--- src/design/gec_pkg.sv ---
// ----------------------------------------------------------------------------
// gec_pkg
// Shared constants, event codes and controller/datapath interface types
// for the gamepad event conditioner.
// ----------------------------------------------------------------------------
package gec_pkg;

    localparam int MAX_AXES    = 8;
    localparam int MAX_HATS    = 4;
    localparam int MAX_BUTTONS = 16;
    localparam int SLOT_DEPTH  = 16;

    localparam logic signed [15:0] FULL_SCALE     = 16'sd32767;
    localparam logic signed [15:0] NEG_FULL_SCALE = -16'sd32767;
    localparam logic signed [15:0] MOST_NEG       = -16'sd32768;

    // event codes
    localparam logic [2:0] MODE_AXIS     = 3'd0;
    localparam logic [2:0] MODE_BTN_DOWN = 3'd1;
    localparam logic [2:0] MODE_BTN_UP   = 3'd2;
    localparam logic [2:0] MODE_HAT      = 3'd3;
    localparam logic [2:0] MODE_TICK     = 3'd4;
    localparam logic [2:0] MODE_ATTACH   = 3'd5;
    localparam logic [2:0] MODE_DETACH   = 3'd6;

    // register indexes
    localparam logic [2:0] REG_DEADZONE  = 3'd0;
    localparam logic [2:0] REG_GAIN      = 3'd1;
    localparam logic [2:0] REG_STICKY    = 3'd2;
    localparam logic [2:0] REG_PERIOD    = 3'd3;
    localparam logic [2:0] REG_AXES      = 3'd4;
    localparam logic [2:0] REG_BUTTONS   = 3'd5;
    localparam logic [2:0] REG_HATS      = 3'd6;
    localparam logic [2:0] REG_DEVICE    = 3'd7;

    // register reset values
    localparam logic [14:0] DEADZONE_RST = 15'd1638;
    localparam logic [19:0] GAIN_RST     = 20'd68985;
    localparam logic [15:0] PERIOD_RST   = 16'd20;
    localparam logic [3:0]  AXES_RST     = 4'd8;
    localparam logic [4:0]  BUTTONS_RST  = 5'd16;
    localparam logic [2:0]  HATS_RST     = 3'd0;
    localparam logic [7:0]  DEVICE_RST   = 8'd0;

    typedef struct packed {
        logic latch;
        logic btn_upd;
        logic hat_h;
        logic hat_v;
        logic ax_wr;
        logic tick;
        logic pub_start;
        logic attach;
        logic detach;
        logic rd_pub;
        logic out_load;
    } gec_cmd_t;

    typedef struct packed {
        logic [2:0] mode;
        logic       attached;
        logic       mine;
        logic       axis_ok;
        logic       btn_ok;
        logic       hat_ok;
        logic       attach_ok;
        logic       tick_pub;
        logic       pub_empty;
        logic       pub_last;
        logic       out_free;
    } gec_status_t;

endpackage

--- src/design/gec_ctrl.sv ---
// ----------------------------------------------------------------------------
// gec_ctrl
// Sequencer: decodes each item and steps the datapath through axis
// conditioning, hat writes and snapshot publication.
// ----------------------------------------------------------------------------
module gec_ctrl (
    input  logic                clk,
    input  logic                rst_n,
    input  logic                in_valid,
    output logic                in_ready,
    input  gec_pkg::gec_status_t sts,
    output gec_pkg::gec_cmd_t    cmd
);

    typedef enum logic [7:0] {
        ST_IDLE     = 8'b0000_0001,
        ST_DECODE   = 8'b0000_0010,
        ST_AX_MUL   = 8'b0000_0100,
        ST_AX_WR    = 8'b0000_1000,
        ST_HAT_V    = 8'b0001_0000,
        ST_PUB_RD   = 8'b0010_0000,
        ST_PUB_LOAD = 8'b0100_0000,
        ST_SPARE    = 8'b1000_0000
    } state_t;

    state_t state_reg, state_next;

    always_ff @(posedge clk or negedge rst_n)
    begin
        if (!rst_n)
        begin
            state_reg <= ST_IDLE;
        end
        else
        begin
            state_reg <= state_next;
        end
    end

    always_comb
    begin
        state_next = state_reg;
        cmd        = '0;
        in_ready   = 1'b0;
        unique case (state_reg)
            ST_IDLE:
            begin
                in_ready  = 1'b1;
                cmd.latch = in_valid;
                if (in_valid)
                begin
                    state_next = ST_DECODE;
                end
            end
            ST_DECODE:
            begin
                state_next = ST_IDLE;
                unique case (sts.mode)
                    gec_pkg::MODE_AXIS:
                    begin
                        if (sts.mine && sts.axis_ok)
                        begin
                            state_next = ST_AX_MUL;
                        end
                    end
                    gec_pkg::MODE_BTN_DOWN, gec_pkg::MODE_BTN_UP:
                    begin
                        cmd.btn_upd = sts.mine && sts.btn_ok;
                    end
                    gec_pkg::MODE_HAT:
                    begin
                        if (sts.mine && sts.hat_ok)
                        begin
                            cmd.hat_h  = 1'b1;
                            state_next = ST_HAT_V;
                        end
                    end
                    gec_pkg::MODE_TICK:
                    begin
                        if (sts.attached)
                        begin
                            cmd.tick = 1'b1;
                            if (sts.tick_pub)
                            begin
                                cmd.pub_start = 1'b1;
                                if (!sts.pub_empty)
                                begin
                                    state_next = ST_PUB_RD;
                                end
                            end
                        end
                    end
                    gec_pkg::MODE_ATTACH:
                    begin
                        if (sts.attach_ok)
                        begin
                            cmd.attach    = 1'b1;
                            cmd.pub_start = 1'b1;
                            if (!sts.pub_empty)
                            begin
                                state_next = ST_PUB_RD;
                            end
                        end
                    end
                    gec_pkg::MODE_DETACH:
                    begin
                        cmd.detach = sts.mine;
                    end
                    default:
                    begin
                        state_next = ST_IDLE;
                    end
                endcase
            end
            ST_AX_MUL:
            begin
                state_next = ST_AX_WR;
            end
            ST_AX_WR:
            begin
                cmd.ax_wr  = 1'b1;
                state_next = ST_IDLE;
            end
            ST_HAT_V:
            begin
                cmd.hat_v  = 1'b1;
                state_next = ST_IDLE;
            end
            ST_PUB_RD:
            begin
                cmd.rd_pub = 1'b1;
                state_next = ST_PUB_LOAD;
            end
            ST_PUB_LOAD:
            begin
                cmd.rd_pub = 1'b1;
                if (sts.out_free)
                begin
                    cmd.out_load = 1'b1;
                    state_next   = sts.pub_last ? ST_IDLE : ST_PUB_RD;
                end
            end
            default:
            begin
                state_next = ST_IDLE;
            end
        endcase
    end

endmodule

--- src/design/gec_datapath.sv ---
// ----------------------------------------------------------------------------
// gec_datapath
// Configuration registers, axis conditioning (deadzone, gain, rounding,
// saturation), snapshot store and the output register.
// ----------------------------------------------------------------------------
module gec_datapath (
    input  logic                 clk,
    input  logic                 rst_n,
    input  logic                 cfg_we,
    input  logic [2:0]           cfg_index,
    input  logic [19:0]          cfg_data,
    input  logic [2:0]           mode,
    input  logic [7:0]           source_id,
    input  logic [7:0]           element_index,
    input  logic signed [15:0]   sample_value,
    input  logic                 out_ready,
    output logic                 out_valid,
    output logic                 element_kind,
    output logic [3:0]           element_number,
    output logic signed [15:0]   element_value,
    output logic                 last_element,
    input  gec_pkg::gec_cmd_t    cmd,
    output gec_pkg::gec_status_t sts
);

    // configuration
    logic [14:0] deadzone_reg;
    logic [19:0] gain_reg;
    logic        sticky_reg;
    logic [15:0] period_reg;
    logic [3:0]  axes_reg;
    logic [4:0]  buttons_reg;
    logic [2:0]  hats_reg;
    logic [7:0]  device_reg;

    // latched item
    logic [2:0]         mode_reg;
    logic [7:0]         inst_reg;
    logic [7:0]         idx_reg;
    logic signed [15:0] sample_reg;

    // snapshot state
    logic signed [15:0] axis_mem [gec_pkg::SLOT_DEPTH];
    logic [gec_pkg::SLOT_DEPTH-1:0] axis_valid_reg;
    logic [gec_pkg::SLOT_DEPTH-1:0] btn_reg;
    logic        attached_reg;
    logic [7:0]  active_reg;
    logic        pending_reg;
    logic [15:0] ticks_reg;
    logic [5:0]  pub_k_reg;

    logic signed [15:0] rd_data_reg;
    logic               rd_valid_reg;

    // axis pipeline
    logic [14:0] adj_mag_reg;
    logic        adj_neg_out_reg;
    logic [34:0] prod_reg;

    // output register
    logic               out_valid_reg;
    logic               kind_reg;
    logic [3:0]         number_reg;
    logic signed [15:0] value_reg;
    logic               last_reg;

    // effective device shape
    logic [5:0] eff_axes;
    logic [3:0] eff_hats;
    logic [5:0] slots_raw;
    logic [4:0] eff_slots;
    logic [5:0] btn_raw;
    logic [4:0] eff_btns;
    logic [5:0] total;

    always_comb
    begin
        eff_axes  = ({2'b0, axes_reg} < 6'(gec_pkg::MAX_AXES)) ?
                    {2'b0, axes_reg} : 6'(gec_pkg::MAX_AXES);
        eff_hats  = ({1'b0, hats_reg} < 4'(gec_pkg::MAX_HATS)) ?
                    {1'b0, hats_reg} : 4'(gec_pkg::MAX_HATS);
        slots_raw = eff_axes + {1'b0, eff_hats, 1'b0};
        eff_slots = (slots_raw < 6'(gec_pkg::SLOT_DEPTH)) ?
                    slots_raw[4:0] : 5'(gec_pkg::SLOT_DEPTH);
        btn_raw   = ({1'b0, buttons_reg} < 6'(gec_pkg::MAX_BUTTONS)) ?
                    {1'b0, buttons_reg} : 6'(gec_pkg::MAX_BUTTONS);
        eff_btns  = (btn_raw < 6'(gec_pkg::SLOT_DEPTH)) ?
                    btn_raw[4:0] : 5'(gec_pkg::SLOT_DEPTH);
        total     = {1'b0, eff_slots} + {1'b0, eff_btns};
    end

    // deadzone on the latched sample
    logic signed [15:0] clamped;
    logic [14:0]        abs_v;
    logic [14:0]        mag;

    always_comb
    begin
        clamped = (sample_reg == gec_pkg::MOST_NEG) ? gec_pkg::NEG_FULL_SCALE : sample_reg;
        abs_v   = clamped[15] ? 15'(-clamped) : clamped[14:0];
        mag     = (abs_v > deadzone_reg) ? (abs_v - deadzone_reg) : 15'd0;
    end

    // rounding and saturation
    logic [35:0]        rnd_sum;
    logic [19:0]        r_full;
    logic [14:0]        r_sat;
    logic signed [15:0] cond_val;
    logic signed [15:0] old_val;

    always_comb
    begin
        rnd_sum  = {1'b0, prod_reg} + 36'd32768;
        r_full   = rnd_sum[35:16];
        r_sat    = (r_full > 20'(gec_pkg::FULL_SCALE)) ? gec_pkg::FULL_SCALE[14:0] : r_full[14:0];
        cond_val = adj_neg_out_reg ? -$signed({1'b0, r_sat}) : $signed({1'b0, r_sat});
        old_val  = rd_valid_reg ? rd_data_reg : 16'sd0;
    end

    // hat slots
    logic [5:0]         hat_first;
    logic [5:0]         hat_second;
    logic signed [15:0] hat_h_val;
    logic signed [15:0] hat_v_val;

    always_comb
    begin
        hat_first  = eff_axes + {1'b0, idx_reg[3:0], 1'b0};
        hat_second = hat_first + 6'd1;
        hat_h_val  = sample_reg[3] ? gec_pkg::FULL_SCALE :
                     (sample_reg[1] ? gec_pkg::NEG_FULL_SCALE : 16'sd0);
        hat_v_val  = sample_reg[0] ? gec_pkg::FULL_SCALE :
                     (sample_reg[2] ? gec_pkg::NEG_FULL_SCALE : 16'sd0);
    end

    // store write and read port
    logic               wr_en;
    logic [3:0]         wr_addr;
    logic signed [15:0] wr_data;
    logic [3:0]         rd_addr;

    always_comb
    begin
        wr_en   = 1'b0;
        wr_addr = idx_reg[3:0];
        wr_data = cond_val;
        if (cmd.ax_wr && (cond_val != old_val))
        begin
            wr_en = 1'b1;
        end
        else if (cmd.hat_h)
        begin
            wr_en   = hat_first < 6'(gec_pkg::SLOT_DEPTH);
            wr_addr = hat_first[3:0];
            wr_data = hat_h_val;
        end
        else if (cmd.hat_v)
        begin
            wr_en   = hat_second < 6'(gec_pkg::SLOT_DEPTH);
            wr_addr = hat_second[3:0];
            wr_data = hat_v_val;
        end
        rd_addr = cmd.rd_pub ? pub_k_reg[3:0] : idx_reg[3:0];
    end

    always_ff @(posedge clk)
    begin
        if (wr_en)
        begin
            axis_mem[wr_addr] <= wr_data;
        end
        rd_data_reg <= axis_mem[rd_addr];
    end

    // ticks and publication
    logic [15:0] ticks_inc;
    logic [5:0]  btn_k;
    logic        btn_level;
    logic        is_axis_elem;

    always_comb
    begin
        ticks_inc    = (ticks_reg == 16'hFFFF) ? ticks_reg : (ticks_reg + 16'd1);
        btn_k        = pub_k_reg - {1'b0, eff_slots};
        btn_level    = (mode_reg == gec_pkg::MODE_BTN_DOWN);
        is_axis_elem = pub_k_reg < {1'b0, eff_slots};
    end

    // item latch and pipeline payload
    always_ff @(posedge clk)
    begin
        if (cmd.latch)
        begin
            inst_reg   <= source_id;
            idx_reg    <= element_index;
            sample_reg <= sample_value;
        end
        adj_mag_reg     <= mag;
        adj_neg_out_reg <= !clamped[15];
        prod_reg        <= {20'd0, adj_mag_reg} * {15'd0, gain_reg};
        if (cmd.out_load)
        begin
            kind_reg   <= !is_axis_elem;
            number_reg <= is_axis_elem ? pub_k_reg[3:0] : btn_k[3:0];
            value_reg  <= is_axis_elem ? (rd_valid_reg ? rd_data_reg : 16'sd0) :
                          $signed({15'd0, btn_reg[btn_k[3:0]]});
            last_reg   <= (pub_k_reg + 6'd1) == total;
        end
    end

    always_ff @(posedge clk or negedge rst_n)
    begin
        if (!rst_n)
        begin
            deadzone_reg   <= gec_pkg::DEADZONE_RST;
            gain_reg       <= gec_pkg::GAIN_RST;
            sticky_reg     <= 1'b0;
            period_reg     <= gec_pkg::PERIOD_RST;
            axes_reg       <= gec_pkg::AXES_RST;
            buttons_reg    <= gec_pkg::BUTTONS_RST;
            hats_reg       <= gec_pkg::HATS_RST;
            device_reg     <= gec_pkg::DEVICE_RST;
            mode_reg       <= gec_pkg::MODE_AXIS;
            axis_valid_reg <= '0;
            btn_reg        <= '0;
            attached_reg   <= 1'b0;
            active_reg     <= 8'd0;
            pending_reg    <= 1'b0;
            ticks_reg      <= 16'd0;
            pub_k_reg      <= 6'd0;
            rd_valid_reg   <= 1'b0;
            out_valid_reg  <= 1'b0;
        end
        else
        begin
            if (cfg_we)
            begin
                unique case (cfg_index)
                    gec_pkg::REG_DEADZONE: deadzone_reg <= cfg_data[14:0];
                    gec_pkg::REG_GAIN:     gain_reg     <= cfg_data;
                    gec_pkg::REG_STICKY:   sticky_reg   <= cfg_data[0];
                    gec_pkg::REG_PERIOD:   period_reg   <= cfg_data[15:0];
                    gec_pkg::REG_AXES:     axes_reg     <= cfg_data[3:0];
                    gec_pkg::REG_BUTTONS:  buttons_reg  <= cfg_data[4:0];
                    gec_pkg::REG_HATS:     hats_reg     <= cfg_data[2:0];
                    gec_pkg::REG_DEVICE:   device_reg   <= cfg_data[7:0];
                    default:               device_reg   <= device_reg;
                endcase
            end

            if (cmd.latch)
            begin
                mode_reg <= mode;
            end

            rd_valid_reg <= axis_valid_reg[rd_addr];

            if (wr_en)
            begin
                axis_valid_reg[wr_addr] <= 1'b1;
                pending_reg             <= 1'b1;
            end
            if (cmd.hat_h)
            begin
                pending_reg <= 1'b1;
            end

            if (cmd.btn_upd)
            begin
                if (sticky_reg)
                begin
                    if (btn_level)
                    begin
                        btn_reg[idx_reg[3:0]] <= !btn_reg[idx_reg[3:0]];
                        pending_reg           <= 1'b1;
                    end
                end
                else if (btn_reg[idx_reg[3:0]] != btn_level)
                begin
                    btn_reg[idx_reg[3:0]] <= btn_level;
                    pending_reg           <= 1'b1;
                end
            end

            if (cmd.tick)
            begin
                ticks_reg <= ticks_inc;
            end

            if (cmd.attach)
            begin
                axis_valid_reg <= '0;
                btn_reg        <= '0;
                attached_reg   <= 1'b1;
                active_reg     <= inst_reg;
            end

            if (cmd.pub_start)
            begin
                ticks_reg   <= 16'd0;
                pending_reg <= 1'b0;
                pub_k_reg   <= 6'd0;
            end
            else if (cmd.out_load)
            begin
                pub_k_reg <= pub_k_reg + 6'd1;
            end

            if (cmd.detach)
            begin
                axis_valid_reg <= '0;
                btn_reg        <= '0;
                attached_reg   <= 1'b0;
                active_reg     <= 8'd0;
                pending_reg    <= 1'b0;
                ticks_reg      <= 16'd0;
            end

            if (cmd.out_load)
            begin
                out_valid_reg <= 1'b1;
            end
            else if (out_ready)
            begin
                out_valid_reg <= 1'b0;
            end
        end
    end

    always_comb
    begin
        sts.mode      = mode_reg;
        sts.attached  = attached_reg;
        sts.mine      = attached_reg && (inst_reg == active_reg);
        sts.axis_ok   = idx_reg < {3'd0, eff_slots};
        sts.btn_ok    = idx_reg < {3'd0, eff_btns};
        sts.hat_ok    = idx_reg < {4'd0, eff_hats};
        sts.attach_ok = !attached_reg && (idx_reg == device_reg);
        sts.tick_pub  = pending_reg || ((period_reg != 16'd0) && (ticks_inc >= period_reg));
        sts.pub_empty = total == 6'd0;
        sts.pub_last  = (pub_k_reg + 6'd1) == total;
        sts.out_free  = !out_valid_reg || out_ready;
    end

    assign out_valid      = out_valid_reg;
    assign element_kind   = kind_reg;
    assign element_number = number_reg;
    assign element_value  = value_reg;
    assign last_element   = last_reg;

endmodule

--- src/design/gamepad_event_conditioner_unit.sv ---
// ----------------------------------------------------------------------------
// gamepad_event_conditioner_unit
// Gamepad event conditioner: keeps an axis and button snapshot and
// publishes it as a run of elements on tick or attach.
// ----------------------------------------------------------------------------
// One item is taken at a time. A button, tick without publication, attach
// of another device, detach or ignored event is accepted and then decoded;
// a hat event then writes its second slot; an axis event passes through the
// registered gain multiplier followed by the round, saturate and compare
// step. A publication reads each element (up to 32 elements) through the
// single registered read port of the axis slot store and loads it into the
// output register, waiting while out_ready is held low. The last element may
// sit in the output register while the next item is taken.
module gamepad_event_conditioner_unit (
    input  logic               clk,
    input  logic               rst_n,
    input  logic               cfg_we,
    input  logic [2:0]         cfg_index,
    input  logic [19:0]        cfg_data,
    input  logic               in_valid,
    output logic               in_ready,
    input  logic [2:0]         mode,
    input  logic [7:0]         source_id,
    input  logic [7:0]         element_index,
    input  logic signed [15:0] sample_value,
    output logic               out_valid,
    input  logic               out_ready,
    output logic               element_kind,
    output logic [3:0]         element_number,
    output logic signed [15:0] element_value,
    output logic               last_element
);

    gec_pkg::gec_cmd_t    cmd;
    gec_pkg::gec_status_t sts;

    gec_ctrl u_ctrl (
        .clk      (clk),
        .rst_n    (rst_n),
        .in_valid (in_valid),
        .in_ready (in_ready),
        .sts      (sts),
        .cmd      (cmd)
    );

    gec_datapath u_dp (
        .clk            (clk),
        .rst_n          (rst_n),
        .cfg_we         (cfg_we),
        .cfg_index      (cfg_index),
        .cfg_data       (cfg_data),
        .mode           (mode),
        .source_id      (source_id),
        .element_index  (element_index),
        .sample_value   (sample_value),
        .out_ready      (out_ready),
        .out_valid      (out_valid),
        .element_kind   (element_kind),
        .element_number (element_number),
        .element_value  (element_value),
        .last_element   (last_element),
        .cmd            (cmd),
        .sts            (sts)
    );

endmodule

--- config.mk ---
export PLATFORM = sky130hd
export DESIGN_NAME = gamepad_event_conditioner_unit
export DESIGN_NICKNAME = d
export VERILOG_FILES = /design/src/design/gec_pkg.sv /design/src/design/gec_ctrl.sv /design/src/design/gec_datapath.sv /design/src/design/gamepad_event_conditioner_unit.sv
export SDC_FILE = /design/constraint.sdc
export NUM_CORES = 2
export LEC_CHECK = 0
export BUFFER_PORTS_ARGS = -buffer_cell sky130_fd_sc_hd__buf_2
export CAP_MARGIN = 20
export CORE_AREA = 2 2 248 250
export DETAILED_ROUTE_END_ITERATION = 7
export DIE_AREA = 0 0 250 252
export GPL_ROUTABILITY_DRIVEN = 0
export PLACE_DENSITY = 0.71
export SLEW_MARGIN = 20
export SYNTH_ARGS = -nofsm -noshare
export SYNTH_HDL_FRONTEND = slang
export SYNTH_SLANG_ARGS = --single-unit
--- constraint.sdc ---
create_clock -name clk -period 9.7 [get_ports clk]
set_clock_uncertainty 0.2 [all_clocks]
set_input_delay 0.485 -clock clk [delete_from_list [all_inputs] [get_ports clk]]
set_output_delay 0.485 -clock clk [all_outputs]
set_load 0.1 [all_outputs]
==> results.md <==
- Mapped Area: between 0.03 and 0.04 mm^2
- Post-synth top flop: edfxtp_1
- Sequential element share of the synthesized area: 0.427
- Number of antenna violations at the first check in global routing: 4
- Cell type with the highest occurrence count on the critical path: fa_1
- Routed met3 length: 5580 um
- I/O Buffers: 86
- Warning count from the yosys run: 0
- Combined area of the multi-input logic cells: 0.0174 mm^2
- Reg2Reg Depth: 22
- Path class of the lowest-slack min-delay path: in -> reg
- Final routed wire length divided by cell count: 21.0 um
- Antenna violation net count after detailed routing: 0
- Global-route wire length before repair: 129000 um
- Worst skew pair latency: 620 ps
- Number of buffers on the longest clock path: 3
- MaxCap Viol Count: 0
- Count of cells resized by post-cts repair: 0
- Width of the die: 250 um
- Count of distinct cell types in the synthesized netlist: between 80 and 90
- Maximum number of pins on one net before global-route repair: 103
- Total via count in the routed design: approximately 23000
- H-tree depth: 2
- Count of buffer and inverter cells on the critical path: 3
- Mapped Nets: 3334
- Clock transition at the register clock pins on the worst setup and hold paths after CTS: 60 ps
- Critical path class: reg -> reg
- Count of clock tree sinks: 510
- Sum of routed wire length over all layers: 80100 um
- Finish-stage setup viols: 0
- Final #Nets: about 3400
- Ordered list of cells on the worst path: nand2_1 -> fa_1 -> inv_1 -> fa_1 -> inv_1 -> fa_1 -> inv_1 -> fa_1 -> fa_1 -> fa_1 -> ha_1 -> a21o_1 -> a21o_1 -> a211oi_1 -> nor2_1 -> a211oi_1 -> a21boi_0 -> a41oi_1 -> o31ai_1 -> o41ai_1 -> o21bai_1 -> xor2_1
- Number of synthesized flops with an enable pin: 310
- RR Endpoint: u_dp.prod_reg[33]
- Final count of pins violating max slew: 0
- Total power of the final layout: 13.1 mW
- Cell chosen for the clock root: clkbuf_16
- Met1 WL: 32600 um
- Total iterations of the first detailed-routing run: 5
- Share of layout cells above drive strength 1: 0.138
- Number of vias per cell after detailed routing: between 5 and 6
- Max FFs per register: 256
- Area of the core: 0.0601 mm^2
- Data arrival time of the critical path: about 8300 ps
- Worst R2R Start: u_dp.adj_mag_reg[8]
- Slew at the pin closest to its max-slew limit: just over 1000 ps
- DRC Markers: 0
- Endpoint type of the worst setup path: register
- Max_slew headroom: 0.324
- Number of global-route vias before repair: 23400
- Final hold violation count: 0
- Worst Hold Endpoint: u_dp.deadzone_reg[2]
- Initial Util: 0.548
- Startpoint type of the worst setup path: register
- Post-synthesis to final-layout area growth: 11.2%
- Total Negative Setup Slacks: 0 ps
- Setup repair after global routing missed its margin: false
- Final Critical Period: roughly 8000 ps
- Power density relative to cell area: 357 mW/mm^2
- DIE HEIGHT: 252 um
- Largest fanout on the critical path: 20
- GRT Overall Usage: 0.262
- Peak supply drop: between 400 and 500 uV
- Number of synthesized register bits: 510
- Number of CTS-inserted buffers: 53
- Worst Min Path Start: cfg_data[2]
- Largest incremental delay on the critical path: around 800 ps
- Worst-path cell with the longest stage delay: dfxtp_1
- Most frequent standard cell in the layout excluding fill and tap cells: nand2_1
- Static leakage: around 15 nW
- Number of standard cells after synthesis: 2876
- Number of cells on the worst hold path: 3
- Final HPWL from detailed placement: 55400 um
- Register-to-register setup slack: 1720 ps
- Final period utilization: 0.823
- FILL cells: 4651
- Run status: finished clean
- Number of design-rule violations left by the first detailed-router iteration: 1894
- Total global routing overflow: 0
- Sequential Area: 0.0141 mm^2
- Maximum frequency from static timing analysis: roughly 0.13 GHz
- Number of placement rows: 90
- Commonest cells after routing, fill and taps aside: 369 x nand2_1, 310 x edfxtp_1, 280 x inv_1, 236 x fa_1, 159 x ha_1
- Required time of the critical path: about 10000 ps
- Average footprint of a synthesized cell: approximately 11 um^2
- Share of synthesized registers carrying an async set or reset: 0.290
- Number of buffers inserted to repair setup after CTS: 0
- Area of the die: roughly 0.063 mm^2
- Wire length on met2: 39500 um
- Crit path max-delay family: adder cells
- Number of ports placed on the die boundary: 87
- CTS tree: done
- Highest layer used for signal routing: met4
[what timing repair did]
| item | CTS | global route |
|---|---|---|
| hold buffers | 54 | 0 |
| endpoints found under the hold margin | 166 | 0 |
| setup endpoints to repair | 0 | 0 |
[worst max-delay path by stage]
stage	start	cells after the start	slack, ps	to
final	u_dp.adj_mag_reg[8]	22	1720	u_dp.prod_reg[33]
after detailed placement	u_dp.adj_mag_reg[14]	22	1790	u_dp.prod_reg[33]
after CTS	u_dp.adj_mag_reg[14]	22	1750	u_dp.prod_reg[33]
after global placement	u_dp.adj_mag_reg[8]	22	1940	u_dp.prod_reg[33]
after global routing	u_dp.adj_mag_reg[14]	22	1060	u_dp.prod_reg[33]
after floorplan	u_dp.gain_reg[5]	23	2620	u_dp.prod_reg[33]
[cell families after synthesis]
logic type / synth area share
DFF: 0.427
and+or+nand+nor: 0.140
muxes: 0.0809
adders and majority gates: 0.204
AOI/OAI and AO/OA: 0.0684
xor gates and xnor gates: 0.0319
buffers and inverters: 0.0486
[per-stage QoR]
step	worst slack [ps]	area [um^2]	hold slack, ps	util	instances
4_1_cts	1750	36600	19.5	0.609	3806
5_1_grt	1060	36600	43.0	0.609	3806
3_5_place_dp	1790	34200	268	0.569	3652
2_1_floorplan	2620	33000	-10.6	-	2876
6_report	1720	36600	37.9	0.609	3807
3_3_place_gp	1940	34200	258	0.569	3652
[power breakdown]
| part | leakage [nW] | internal, mW | total [mW] | switching (mW) |
|---|---|---|---|---|
| Combinational | 9.35 | 3.19 | 7.63 | 4.44 |
| Sequential | 5.07 | 2.85 | 3.29 | 0.437 |
| Clock | 0.900 | 1.25 | 2.15 | 0.898 |
[Yosys cell counts (all sizes together), types with 13 or more instances]
cell type | n | area share
clkbuf | 111 | 0.013
nand4 | 26 | 0.0058
mux2i | 19 | 0.0058
a211oi | 26 | 0.0059
edfxtp | 310 | 0.28
nor2b | 16 | 0.0030
a31oi | 29 | 0.0055
o21a | 15 | 0.0034
fa | 236 | 0.14
ha | 159 | 0.060
and3 | 20 | 0.0038
dfstp | 20 | 0.016
and2 | 147 | 0.028
o211ai | 13 | 0.0030
nor2 | 152 | 0.017
xor2 | 39 | 0.010
a21oi | 62 | 0.0095
nor3 | 44 | 0.0072
inv | 280 | 0.032
nand3 | 58 | 0.0095
mux2 | 64 | 0.022
a21o | 34 | 0.0077
nor4 | 18 | 0.0036
mux4 | 78 | 0.053
dfxtp | 52 | 0.032
nand2b | 20 | 0.0038
buf | 24 | 0.0041
xnor2 | 81 | 0.022
o21ai | 98 | 0.015
nand2 | 369 | 0.042
dfrtp | 128 | 0.097
[worst min-delay path: cells and delay by family]
kind,cells,cell delay (ps)
buffers and inverters,1,180
and+or+nand+nor,1,90
AOI/OAI and AO/OA,1,90
[per-layer routing]
layer  GRT usage  vias up
met2       0.445      895
met5           0        -
li1            -    10100
met3      0.0421      157
met1       0.348    11300
met4      0.0845        0
[final cells by class]
cell class	count	area share
inverter	280	0.0287
clock buffer	71	0.0408
multi-input combinational	1951	0.475
clock inverter	29	0.00956
timing repair buffer	183	0.0355
antenna	1	0.0000683
tap	782	0.0267
sequential	510	0.384
Power figures use the tool's default switching activity.
